`config.mk`:
```
export PLATFORM = sky130hd
export DESIGN_NAME = ddc_ctrl
export DESIGN_NICKNAME = d
export VERILOG_FILES = /design/src/rtl/ddc_pkg.sv /design/src/rtl/ddc_ctrl.sv
export SDC_FILE = /design/constraint.sdc
export NUM_CORES = 1
export LEC_CHECK = 0
export BUFFER_PORTS_ARGS = -buffer_cell sky130_fd_sc_hd__clkbuf_2
export CORE_AREA = 3 3 40 42
export DETAILED_ROUTE_END_ITERATION = 12
export DIE_AREA = 0 0 43 45
export PLACE_DENSITY_LB_ADDON = 0.12
export SETUP_SLACK_MARGIN = 0.05
export SLEW_MARGIN = 25
export SYNTH_ARGS = -nofsm -noshare
export SYNTH_HDL_FRONTEND = slang
export SYNTH_SLANG_ARGS = --single-unit
```
`constraint.sdc`:
```
create_clock -name clk -period 2.8 [get_ports clk]
set_clock_uncertainty 0.05 [all_clocks]
set_input_delay 0.42 -clock clk [delete_from_list [all_inputs] [get_ports clk]]
set_output_delay 0.42 -clock clk [all_outputs]
set_load 0.01 [all_outputs]
```
`src/rtl/ddc_pkg.sv`:
```
// Package for the digital down converter: shared widths, register indexes,
// controller state type, command and status structs, and the constant tables.
// No dependencies; every other file in rtl/ uses it by scoped names.
`default_nettype none

package ddc_pkg;

	// Fixed field widths.
	localparam int SAMPLE_BITS    = 8;
	localparam int TRIG_BITS      = 16;
	localparam int MIX_BITS       = SAMPLE_BITS + TRIG_BITS;
	localparam int OUT_BITS       = 48;
	localparam int STEP_BITS      = 32;
	localparam int DECIM_BITS     = 6;
	localparam int CFG_DATA_BITS  = 32;
	localparam int CFG_INDEX_BITS = 2;

	// Register indexes on the configuration port.
	localparam logic [CFG_INDEX_BITS-1:0] REG_PHASE_STEP = 2'd0;
	localparam logic [CFG_INDEX_BITS-1:0] REG_DECIMATION = 2'd1;

	// Register reset values.
	localparam logic [STEP_BITS-1:0]  PHASE_STEP_RESET = 32'd206158430;
	localparam logic [DECIM_BITS-1:0] DECIMATION_RESET = 6'd20;

	// Default values for the top-level parameters.
	localparam int TAPS_DEFAULT          = 61;
	localparam int COEF_BITS_DEFAULT     = 20;
	localparam int PHASE_BITS_DEFAULT    = 32;
	localparam int LUT_ADDR_BITS_DEFAULT = 10;

	// Pi scaled by 2^30, used to build the sine table.
	localparam longint unsigned PI_Q30 = 64'd3373259426;

	// Filter coefficients, antisymmetric about the centre tap, value times 2^32.
	localparam int COEF_LEN = 61;
	localparam int COEF_ROM [COEF_LEN] = '{
		-241937, -51361, -55970, -61097, -65644, -69718, -73702, -77494,
		-80783, -83482, -85652, -87256, -88213, -88520, -88203, -87223,
		-85522, -83096, -79963, -76126, -71596, -66427, -60681, -54398,
		-47621, -40410, -32826, -24922, -16759, -8421, 0, 8421,
		16759, 24922, 32826, 40410, 47621, 54398, 60681, 66427,
		71596, 76126, 79963, 83096, 85522, 87223, 88203, 88520,
		88213, 87256, 85652, 83482, 80783, 77494, 73702, 69718,
		65644, 61097, 55970, 51361, 241937
	};

	// Controller states.
	typedef enum logic [2:0] {
		ST_IDLE,
		ST_MIX,
		ST_MAC,
		ST_DRAIN,
		ST_OUT
	} ctrl_state_t;

	// Commands from the controller to the datapath.
	typedef struct packed {
		logic in_ready;
		logic mix_write;
		logic mac_start;
		logic mac_issue;
		logic out_load;
	} ddc_cmd_t;

	// Status from the datapath to the controller.
	typedef struct packed {
		logic in_take;
		logic fire;
		logic last_tap;
		logic pipe_busy;
	} ddc_status_t;

	// Filter coefficient for tap i; taps past the table are zero.
	function automatic int coef_at(input int i);
		int c;
		c = 0;
		if (i < COEF_LEN) begin
			c = COEF_ROM[i];
		end
		return c;
	endfunction

	// Quarter-wave sine entry k in Q15, from an integer Taylor series in Q30.
	// Only evaluated at elaboration to fill constant tables.
	function automatic logic [TRIG_BITS-1:0] quarter_sine(input int k, input int lut_bits);
		longint unsigned x;
		longint unsigned x2;
		longint unsigned term;
		longint sum;
		longint q;
		x = (64'(k) * 64'd2 * PI_Q30) >> lut_bits;
		x2 = (x * x) >> 30;
		term = x;
		sum = longint'(x);
		for (int n = 1; n <= 8; n++) begin
			term = ((term * x2) >> 30) / 64'((2 * n) * (2 * n + 1));
			if ((n % 2) == 1) begin
				sum = sum - longint'(term);
			end else begin
				sum = sum + longint'(term);
			end
		end
		if (sum < 0) begin
			sum = 0;
		end
		q = (sum + 64'sd16384) >>> 15;
		if (q > 32767) begin
			q = 32767;
		end
		return TRIG_BITS'(q);
	endfunction

endpackage

`default_nettype wire

```
`src/rtl/ddc_ctrl.sv`:
```
// Controller for the digital down converter: sequences mixing, the filter
// MAC loop, pipeline drain and result hand-off. Depends on ddc_pkg.
`default_nettype none

module ddc_ctrl (
	input  wire logic               clk,
	input  wire logic               arst_n,
	input  wire ddc_pkg::ddc_status_t status,
	input  wire logic               out_free,
	output      ddc_pkg::ddc_cmd_t  cmd
);

	ddc_pkg::ctrl_state_t state_q;
	ddc_pkg::ctrl_state_t state_next;

	// State register.
	always_ff @(posedge clk or negedge arst_n) begin
		if (!arst_n) begin
			state_q <= ddc_pkg::ST_IDLE;
		end else begin
			state_q <= state_next;
		end
	end

	// Next-state logic; the idle state leaves on an accepted transaction.
	always_comb begin
		state_next = state_q;
		case (state_q)
			ddc_pkg::ST_IDLE: begin
				if (status.in_take) begin
					state_next = ddc_pkg::ST_MIX;
				end
			end
			ddc_pkg::ST_MIX: begin
				state_next = status.fire ? ddc_pkg::ST_MAC : ddc_pkg::ST_IDLE;
			end
			ddc_pkg::ST_MAC: begin
				if (status.last_tap) begin
					state_next = ddc_pkg::ST_DRAIN;
				end
			end
			ddc_pkg::ST_DRAIN: begin
				if (!status.pipe_busy) begin
					state_next = ddc_pkg::ST_OUT;
				end
			end
			ddc_pkg::ST_OUT: begin
				if (out_free) begin
					state_next = ddc_pkg::ST_IDLE;
				end
			end
			default: begin
				state_next = ddc_pkg::ST_IDLE;
			end
		endcase
	end

	// Output logic.
	always_comb begin
		cmd = '0;
		case (state_q)
			ddc_pkg::ST_IDLE: begin
				cmd.in_ready = 1'b1;
			end
			ddc_pkg::ST_MIX: begin
				cmd.mix_write = 1'b1;
				cmd.mac_start = status.fire;
			end
			ddc_pkg::ST_MAC: begin
				cmd.mac_issue = 1'b1;
			end
			ddc_pkg::ST_OUT: begin
				cmd.out_load = out_free;
			end
			default: begin
				cmd = '0;
			end
		endcase
	end

endmodule

`default_nettype wire

```
Yosys cells after proc, flatten, opt, wreduce, memory -nomap -nowiden:

Index checks and enable logic that the tools add are counted.

* word-level logic and storage cells: 21
* register bits: 3
* bits of input ports: 7
* output and inout bits: 5

* mux-type cells: 10
* reductions and logical operators: 2
* equality and inequality tests: 8

Operators by type and width (number)
* 3-bit one-hot mux with 5 select lines: 1
* 3-bit two-way mux: 4
* 2-bit != test (second input constant): 4
* 3-bit by 2-bit equality test with 1-bit output (second input constant): 2
* 2-bit two-way mux: 2
* 4-bit AND reduction: 1
* 3-bit by 1-bit equality test with 1-bit output (second input constant): 1
* 3-bit equality test (second input constant): 1
* 3-bit logical NOT: 1
* 1-bit two-way mux: 3

Longest topological paths before layout:

Gate-level depths: netlist of the first run.

* depth after elaboration: 3
* mapped depth: 4
* mapped depth without buffers: 3

Worst setup path before layout of the first run:

No wires, ideal clock.

* path kind: register -> output
* start: register state_q[2]
* end: output cmd[2] (netlist bit)
* required time: 2.330 ns
* cell stages (with the launch flop): 3
* slack: 1.398 ns
* buffers on the path: 0
* arrival time: 0.932 ns
* path through: dfrtp_1 -> nand2b_1 -> nor3b_1

RTL lines
* start: declaration: line ddc_ctrl.sv:13 `ddc_pkg::ctrl_state_t state_q;`
* start signal: assignment: line ddc_ctrl.sv:19 `state_q <= ddc_pkg::ST_IDLE;`
* start signal: assignment: line ddc_ctrl.sv:21 `state_q <= state_next;`
* end: declaration: line ddc_ctrl.sv:10 `output ddc_pkg::ddc_cmd_t cmd`

==> results of run 1 <==
cells in the mapped netlist:
cell type | n | share of area (%)
dfrtp_1 | 3 | 39
inv_1 | 2 | 3.9
nand3_1 | 2 | 5.2
nor2_1 | 2 | 3.9
nor3_1 | 2 | 5.2
a21oi_1 | 1 | 2.6
a21oi_2 | 1 | 4.5
and3_1 | 1 | 3.2
buf_6 | 1 | 5.8
mux2_4 | 1 | 7.7
nand2_1 | 1 | 1.9
nand2_2 | 1 | 3.2
nand2b_1 | 1 | 3.2
nor3b_1 | 1 | 3.9
o21ai_0 | 1 | 2.6
o32ai_1 | 1 | 4.5
routing by layer:
layer	track usage, %	up-vias	part of all wire [%]
li1	-	107	-
met1	4.61	94	40
met2	10.5	6	55
met3	2.39	0	4.5
met4	5.42	0	0
met5	0	-	0
final cells by class:
type | count | area [um2]
Timing Repair Buffer | 12 | 65.1
Multi-Input combinational cell | 16 | 100
Inverter | 2 | 7.51
Tap cell | 15 | 18.8
Sequential cell | 3 | 75.1
Clock buffer | 4 | 26.3
Fill cell | 153 | 992
worst paths after layout:
kind                       slack [ps]                      to  cells past startpoint                    from
setup / recovery                 1100                  cmd[2]                      3  state_q[2]$_DFFE_PN0P_
setup reg to reg                 1700  state_q[0]$_DFFE_PN0P_                      3  state_q[1]$_DFFE_PN0P_
min in group asynchronous         470  state_q[1]$_DFFE_PN0P_                      2                  arst_n
max in group asynchronous        2120  state_q[0]$_DFFE_PN0P_                      2                  arst_n
hold / removal                    340  state_q[2]$_DFFE_PN0P_                      2                out_free
hold reg to reg                   480  state_q[0]$_DFFE_PN0P_                      1  state_q[2]$_DFFE_PN0P_
worst max-delay path: cells and delay by family (launching register included):
| family | cells | cell delay, ps |
|---|---|---|
| flops | 1 | 440 |
| simple gates | 2 | 400 |
| buf+inv | 1 | 160 |
timing repair:
| item | in CTS | in global routing |
|---|---|---|
| setup endpoints to repair | 0 | 0 |
| hold buffers | 1 | 0 |
| endpoints found under the hold margin | 3 | 0 |
stage by stage:
stage          util (%)  std cells  setup WS [ps]  hold WS [ps]
6_report           22.8         52           1100           336
3_5_place_dp       20.0         47           1310           168
5_1_grt            22.8         52           1010           342
4_1_cts            22.8         52           1070           333
3_3_place_gp       20.0         47           1330           169
2_1_floorplan         -         22           1400          74.4
cell families (layout without fill, tap and decap cells):
logic type / Yosys count / after routing / synth area share, %
simple gates: 11 / 11 / 29.7
compound gates: 4 / 4 / 14.2
flops: 3 / 3 / 38.7
buf+inv: 3 / 18 / 9.68
mux: 1 / 1 / 7.74
layout by cell type (no fill, tap or decap), drive strengths merged:
| cell type | synthesis | routed |
|---|---|---|
| clkbuf | 0 | 15 |
| dfrtp | 3 | 3 |
| nor2 | 2 | 2 |
| nor3 | 2 | 2 |
| inv | 2 | 2 |
| nand3 | 2 | 2 |
| nand2 | 2 | 2 |
| a21oi | 2 | 2 |
| nand2b | 1 | 1 |
| nor3b | 1 | 1 |
| and3 | 1 | 1 |
| mux2 | 1 | 1 |
| o32ai | 1 | 1 |
| o21ai | 1 | 1 |
| dlygate4sd3 | 0 | 1 |
where the power goes:
group / switching [W] / internal [W]
clock network: 0.0000213 / 0.0000533
logic: 0.0000637 / 0.0000581
registers: 0.0000347 / 0.0000605
==> impl_results.md, run 1 <==
- Clock latency reported for the late side of the worst-skew pair: 230 ps
- Total power consumption of the routed design: 0.000292 W
- Depth of the CTS H-tree: 1
- Max-cap violations: 0
- Number of setup buffers added after CTS: 0
- Placed standard-cell area: 256 um2
- Kind of capture point of the worst setup path: output pin
- Number of antenna violations at the first check in global routing: 0
- Worst setup path class: flip-flop to output pin
- Post-layout min period: 1700 ps
- Number of flip-flops in the largest register: 3
- Core area: 0.00128 mm2
- Wire length after detailed routing: 485 um
- Critical path cell sequence: nand2b_1 -> nor3b_1 -> clkbuf_2
- Tightest Hold Check Type: input port to flip-flop
- Total of buffers placed on input and output ports: 11
- Global placer's final weighted congestion: 0.622
- Cells resized by post-CTS repair: 0
- CP arrival: 1230 ps
- 1st-iter DRT viols: 1
- Net count of the mapped netlist: 29
- Run status: finished clean
- Maximum root-to-sink buffer count: 2
- Post-synthesis register bit count: 3
- Starting density of the core: 15.1%
- Mapped Avg Cell Area: 8.82 um2
- Final non-filler cell area: 293 um2
- Vias in the first global route: 214
- Root buffer cell: clkbuf_4
- DRT Pass-1 Iters: 2
- Detail-routed net length per standard cell: 9.33 um
- Clock tree from TritonCTS: built
- Number of vias in the routed layout: 207
- Sort of element at the start of the critical path: flip-flop
- Leakage power of the design: 0.148 nW
- HPWL after detailed placement: 407 um
- Antenna diode count: 0
- Timing-limited maximum frequency: 0.587 GHz
- Critical path fanouts, max: 7
- Yosys warnings: 0
- Synth cell types: 16
- Power Dens Cells: 996 mW/mm2
- Setup TNS: 0 ps
- Clock input transition at the sequential cells of the worst setup and hold paths: 40 ps
- Placement Rows: 13
- CP required: 2330 ps
- Final #Nets: 45
- Post-Synthesis Cells: 22
- Share of cells above drive strength 1: 45.9%
- Proportion of synthesized chip area in sequential cells: 38.7%
- Global-route wire length before repair: 779 um
- Clock Sink Count: 3
- Pin count of the biggest net entering global routing: 9
- Gr usage total: 5.76%
- Height of the chip: 45 um
- RSZ-0062 raised after global routing: no
- Relative slew slack: 82.0%
- Ratio of final minimum period to clock period: 60.8%
- Inserted Clock Buffers: 3
- Chip width: 43 um
- Peak supply drop: 0.198 mV
- Number of slew-limit violations in the final report: 0
- Relative area change from synthesis to final layout: 51.0%
- Mapped cell area: 194 um2
- Number of nets still failing antenna checks after routing: 0
- Final Hold Viols: 0
- Regs by FF count: state_q: 3 flops
- Final setup violating endpoints: 0
- Measured slew at the worst slew-check pin: 270 ps
- Detail-routed via count per cell: 3.98
- Register containing the most flip-flops in the final layout: state_q
- DRC Markers: 0
- Biggest cell delay along the critical path: 440 ps
- Number of primary I/O pins: 12
- Slowest stage cell on the critical path: dfrtp_1
- Die ar.: 0.00194 mm2
- Overall overflow remaining after global route: 0
Note: power is estimated with default switching activity, not from simulation.
==> run 2: changes to the inputs <==
Clock period 2.8 ns to 1.7 ns, I/O delays scaled along.
==> impl_results.md, run 2 (synthesized netlist as in run 1, its figures left out) <==
- Global-route wire length before repair: 876 um (+12%)
- Clock input transition at the sequential cells of the worst setup and hold paths: 30 ps (about the same)
- Number of flip-flops in the largest register: 3 (unchanged)
- Regs by FF count: state_q: 3 flops
- Share of cells above drive strength 1: 48.6% (+2.7 points)
- Number of slew-limit violations in the final report: 0 (unchanged)
- Number of antenna violations at the first check in global routing: 0 (unchanged)
- Clock latency reported for the late side of the worst-skew pair: 230 ps (about the same)
- Sort of element at the start of the critical path: flip-flop
- DRT Pass-1 Iters: 2 (unchanged)
- RSZ-0062 raised after global routing: no
- Number of nets still failing antenna checks after routing: 0 (unchanged)
- Overall overflow remaining after global route: 0 (unchanged)
- Max-cap violations: 0 (unchanged)
- Timing-limited maximum frequency: 0.655 GHz
- Routed met2 length: 251 um (-6.3%)
- Number of vias in the routed layout: 202 (-2.4%)
- Endpoint of the worst hold-timing path: state_q[2]$_DFFE_PN0P_
- Measured slew at the worst slew-check pin: 265 ps (-4.72 ps)
- Final #Nets: 45 (unchanged)
- Worst setup path class: flip-flop to output pin
- Final Hold Viols: 0 (unchanged)
- Final WS setup: 173 ps (-925 ps)
- Proportion of power drawn by flip-flops and latches: 32.8% (+0.2 points)
- Reg-to-Reg Start: state_q[1]$_DFFE_PN0P_
- Height of the chip: 45 um (unchanged)
- Number of fill cells in the layout: 151 (-1.3%)
- Kind of capture point of the worst setup path: output pin
- Core area: 0.00128 mm2 (unchanged)
- Total of buffers placed on input and output ports: 11 (unchanged)
- Wire length the detailed router placed on met1: 212 um (+9.3%)
- Power Dens Cells: 1640 mW/mm2 (+64%)
- 1st-iter DRT viols: 8 (+7)
- Critical path fanouts, max: 7 (unchanged)
- DRC Markers: 0 (unchanged)
- Root buffer cell: clkbuf_4
- Routed wire length on met3: 29 um (+32%)
- Starting density of the core: 15.1% (unchanged)
- Setup TNS: 0 ps (unchanged)
- Relative area change from synthesis to final layout: 51.6%
- Switching pwr: 0.000197 W (+64%)
- Maximum root-to-sink buffer count: 2 (unchanged)
- Hold wc startpoint: out_free
- Highest layer used for signal routing: met3
- Number of setup buffers added after CTS: 0 (unchanged)
- Clock Sink Count: 3 (unchanged)
- Gate power share: 41.6% (-0.2 points)
- Die ar.: 0.00194 mm2 (unchanged)
- Pin count of the biggest net entering global routing: 9 (unchanged)
- Internal power of the cells: 0.000284 W (+65%)
- Register containing the most flip-flops in the final layout: state_q
- Net Sw Frac: 40.9% (-0.15 points)
- Peak supply drop: 0.441 mV (+120%)
- Ratio of final minimum period to clock period: 89.8%
- Tightest Hold Check Type: input port to flip-flop
- HPWL after detailed placement: 384 um (-5.5%)
- Leading cell types in the layout, fill and taps excluded: 11 x clkbuf_2, 3 x clkbuf_4
- Antenna diode count: 0 (unchanged)
- CP required: 1390 ps (-940 ps)
- Relative slew slack: 82.3% (+0.31 points)
- Chip width: 43 um (unchanged)
- Detail-routed net length per standard cell: 9.48 um (+1.6%)
- Leakage power of the design: 0.146 nW (-1.1%)
- Depth of the CTS H-tree: 1 (unchanged)
- Post-layout min period: 1530 ps
- FF-to-FF path depth: 3 (unchanged)
- Inserted Clock Buffers: 3 (unchanged)
- Part of the total power dissipated in the clock network: 25.6% (about the same)
- R2r endpoint: state_q[0]$_DFFE_PN0P_
- Gr usage total: 6.51% (+0.75 points)
- Placement Rows: 13 (unchanged)
- Clock tree from TritonCTS: built
- Final setup violating endpoints: 0 (unchanged)
- CP arrival: 1220 ps (about the same)
- Post-placement setup slack: 378 ps (-935 ps)
- Wire length after detailed routing: 493 um (+1.6%)
- Global placer's final weighted congestion: 0.694 (+12%)
- Detail-routed via count per cell: 3.88 (-2.4%)
- Most common cell after layout, fill and taps aside: clkbuf_2
- Number of primary I/O pins: 12 (unchanged)
- Run status: finished clean
- Vias in the first global route: 229 (+7.0%)
- Hold-critical path depth: 2 (unchanged)
- Reg-to-reg setup timing slack: 610 ps (-1090 ps)
==> run 2: cell counts in the layout (fill, tap and decap cells not counted) <==
Identical to the previous run, type by type.
==> run 2: worst max path at each step <==
stage | from | endpoint | slack, ps
final | state_q[2]$_DFFE_PN0P_ | cmd[2] | 170
after CTS | state_q[2]$_DFFE_PN0P_ | cmd[2] | 130
after global placement | state_q[2]$_DFFE_PN0P_ | cmd[2] | 400
after detailed placement | state_q[2]$_DFFE_PN0P_ | cmd[2] | 380
after floorplan | state_q[2]$_DFFE_PN0P_ | cmd[2] | 460
after global routing | state_q[2]$_DFFE_PN0P_ | cmd[2] | 60
==> run 2: metrics by stage <==
step                hold slack, ps  std cells  total power (W)  utilization (%)  area, um2
CTS                            168         52         0.000492             22.8        293
finish                         177         52         0.000481             22.9        294
floorplan                    -90.6         22         0.000303                -        194
global route                   175         52         0.000535             22.9        294
global placement              6.33         47         0.000362             20.0        256
detailed placement            3.13         47         0.000360             20.0        256
==> run 2: worst max-delay path: stages, from the launching register on <==
cell and delay (ps):
dfrtp_2 440, nand2b_1 190, nor3b_1 200, clkbuf_2 160
==> run 2: repair_timing <==
item	4_1_cts	5_1_grt
hold buffers	1	0
endpoints found under the setup margin	0	1
hold endpoints to repair	3	0
resized for setup	0	1
==> run 2: final cells by class <==
class | instances | area [um2] | share of cell area [%]
multi-input cells | 16 | 100 | 34.0
clock buffers | 4 | 26.3 | 8.94
repair buffers | 12 | 65.1 | 22.1
flip-flops and latches | 3 | 76.3 | 26.0
inverters | 2 | 7.51 | 2.55
well taps | 15 | 18.8 | 6.38
==> run 2: power by group through the flow <==
| stage | Sequential (W) | Combinational, W | Clock [W] |
|---|---|---|---|
| 3_5_place_dp | 0.000157 | 0.000203 | 0 |
| 2_1_floorplan | 0.000127 | 0.000176 | 0 |
| 4_1_cts | 0.000157 | 0.000205 | 0.000130 |
| 6_report | 0.000158 | 0.000200 | 0.000123 |
| 3_3_place_gp | 0.000157 | 0.000205 | 0 |
| 5_1_grt | 0.000165 | 0.000229 | 0.000141 |
==> run 2: metal layers <==
layer  global-route usage, %  vias up
met3                    2.79        0
met1                    5.57       91
met5                       0        -
met4                    7.23        0
met2                    10.8        6
li1                        -      105
==> run 3: changes to the inputs <==
--- a/config.mk
+++ b/config.mk
@@ -9,2 +9,3 @@
 export CORE_AREA = 3 3 40 42
+export CTS_BUF_LIST = sky130_fd_sc_hd__clkbuf_4 sky130_fd_sc_hd__clkbuf_8 sky130_fd_sc_hd__clkbuf_16
 export DETAILED_ROUTE_END_ITERATION = 12
==> constraint.sdc (replaced) <==
create_clock -name clk -period 1.7 [get_ports clk]
set_clock_uncertainty 0.05 [all_clocks]
set_input_delay 0.425 -clock clk [delete_from_list [all_inputs] [get_ports clk]]
set_output_delay 0.425 -clock clk [all_outputs]
set_load 0.01 [all_outputs]
==> impl_results.md, run 3 (synthesized netlist as in run 1, its figures left out) <==
- Run status: finished clean
- Placement Rows: 13 (unchanged)
- Hold wc startpoint: out_free
- Gr usage total: 6.26% (-0.24 points)
- Clock Sink Count: 3 (unchanged)
- Number of nets still failing antenna checks after routing: 0 (unchanged)
- Register containing the most flip-flops in the final layout: state_q
- Kind of capture point of the worst setup path: output pin
- RSZ-0062 raised after global routing: yes
- Detail-routed net length per standard cell: 9.19 um (-3.1%)
- Vias in the first global route: 222 (-3.1%)
- Final-layout worst hold slack: 344 ps (+167 ps)
- CP arrival: 1100 ps (-120 ps)
- Final #Nets: 46 (+2.2%)
- Depth of the CTS H-tree: 1 (unchanged)
- Max-cap violations: 0 (unchanged)
- Source of the critical timing path: state_q[0]$_DFFE_PN0P_
- Most common cell after layout, fill and taps aside: clkbuf_2
- Number of slew-limit violations in the final report: 0 (unchanged)
- Core area: 0.00128 mm2 (unchanged)
- Height of the chip: 45 um (unchanged)
- Chip width: 43 um (unchanged)
- Antenna diode count: 0 (unchanged)
- Leakage power of the design: 0.158 nW (+7.9%)
- Timing-limited maximum frequency: 0.636 GHz (-2.9%)
- Final Hold Viols: 0 (unchanged)
- HPWL after detailed placement: 400 um (+4.1%)
- Post-layout min period: 1570 ps (+46.2 ps)
- Total of buffers placed on input and output ports: 11 (unchanged)
- Relative slew slack: 83.0% (+0.70 points)
- DRT Pass-1 Iters: 2 (unchanged)
- 1st-iter DRT viols: 5 (-3)
- Slowest stage cell on the critical path: dfrtp_2
- Pin count of the biggest net entering global routing: 9 (unchanged)
- Reg-to-Reg Start: state_q[1]$_DFFE_PN0P_
- Measured slew at the worst slew-check pin: 254 ps (-11.3 ps)
- Sort of element at the start of the critical path: flip-flop
- Inserted Clock Buffers: 3 (unchanged)
- Maximum root-to-sink buffer count: 2 (unchanged)
- Biggest cell delay along the critical path: 460 ps (+20 ps)
- Worst setup path class: flip-flop to output pin
- Power Dens Cells: 1680 mW/mm2 (+2.8%)
- Regs by FF count: state_q: 3 flops
- Number of antenna violations at the first check in global routing: 0 (unchanged)
- Number of vias in the routed layout: 212 (+5.0%)
- Number of primary I/O pins: 12 (unchanged)
- Relative area change from synthesis to final layout: 65.8%
- Setup TNS: 0 ps (unchanged)
- Tightest Hold Check Type: input port to flip-flop
- Wire length after detailed routing: 487 um (-1.2%)
- Ratio of final minimum period to clock period: 92.6% (+2.7 points)
- Overall overflow remaining after global route: 0 (unchanged)
- Final setup violating endpoints: 0 (unchanged)
- Global-route wire length before repair: 828 um (-5.5%)
- CP required: 1220 ps (-170 ps)
- Critical path cell sequence: nor2_2 -> and3_1 -> clkbuf_2
- Starting density of the core: 15.1% (unchanged)
- Share of cells above drive strength 1: 63.2% (+15 points)
- Global placer's final weighted congestion: 0.710 (+2.3%)
- Peak supply drop: 0.361 mV (-18%)
- Root buffer cell: clkbuf_4
- Detail-routed via count per cell: 4.00 (+3.0%)
- Die ar.: 0.00194 mm2 (unchanged)
- Number of fill cells in the layout: 147 (-2.6%)
- Number of flip-flops in the largest register: 3 (unchanged)
- Critical path fanouts, max: 7 (unchanged)
- Clock input transition at the sequential cells of the worst setup and hold paths: 40 ps (about the same)
- Number of setup buffers added after CTS: 0 (unchanged)
- Clock tree from TritonCTS: built
- Leading cell types in the layout, fill and taps excluded: 11 x clkbuf_2, 4 x clkbuf_4
- Clock latency reported for the late side of the worst-skew pair: 230 ps (about the same)
- DRC Markers: 0 (unchanged)
[run 3: power breakdown]
part	internal [W]	switching (W)
registers	0.000104	0.0000617
clock network	0.000104	0.0000375
logic	0.000118	0.000116
[run 3: area by class of cell]
type                       count  area [um2]  share of cell area (%)
multi-input combinational     16         115                    35.8
sequential                     3        77.6                    24.1
timing repair buffer          13        72.6                    22.6
clock buffer                   4        30.0                    9.34
tap                           15        18.8                    5.84
inverter                       2        7.51                    2.33
[run 3: stage by stage]
stage | area, um2 | setup WS [ps] | cells | power (W) | utilization [%]
3_5_place_dp | 264 | 289 | 48 | 0.000371 | 20.5
3_3_place_gp | 264 | 304 | 48 | 0.000370 | 20.5
5_1_grt | 322 | 45.6 | 53 | 0.000585 | 25.0
2_1_floorplan | 194 | 293 | 22 | 0.000303 | -
6_report | 322 | 127 | 53 | 0.000541 | 25.0
4_1_cts | 305 | 67.8 | 53 | 0.000523 | 23.8
[run 3: what timing repair did]
item | 4_1_cts | 5_1_grt
setup endpoints to repair | 1 | 3
hold buffers | 1 | 0
gates resized for setup | 1 | 4
hold endpoints to repair | 3 | 0
[run 3: worst paths after layout]
path,end,slack [ps],cells past startpoint
min in group asynchronous,state_q[0]$_DFFE_PN0P_,480,2
worst max-delay path,cmd[0],130,3
worst min-delay path,state_q[2]$_DFFE_PN0P_,340,2
max in group asynchronous,state_q[1]$_DFFE_PN0P_,1010,2
worst max register to register,state_q[0]$_DFFE_PN0P_,640,3
worst min register to register,state_q[0]$_DFFE_PN0P_,500,2
[run 3: per-layer routing]
metal | global-route usage [%] | part of all wire (%)
met1 | 6.31 | 41
met2 | 9.28 | 52
met3 | 2.39 | 3.3
met4 | 7.23 | 3.5
met5 | 0 | 0
[run 3: worst max-delay path: cells and delay by family (launching register included)]
family	cells	cell delay, ps
flip-flops	1	460
AND/OR/NAND/NOR	2	280
buffers and inverters	1	120
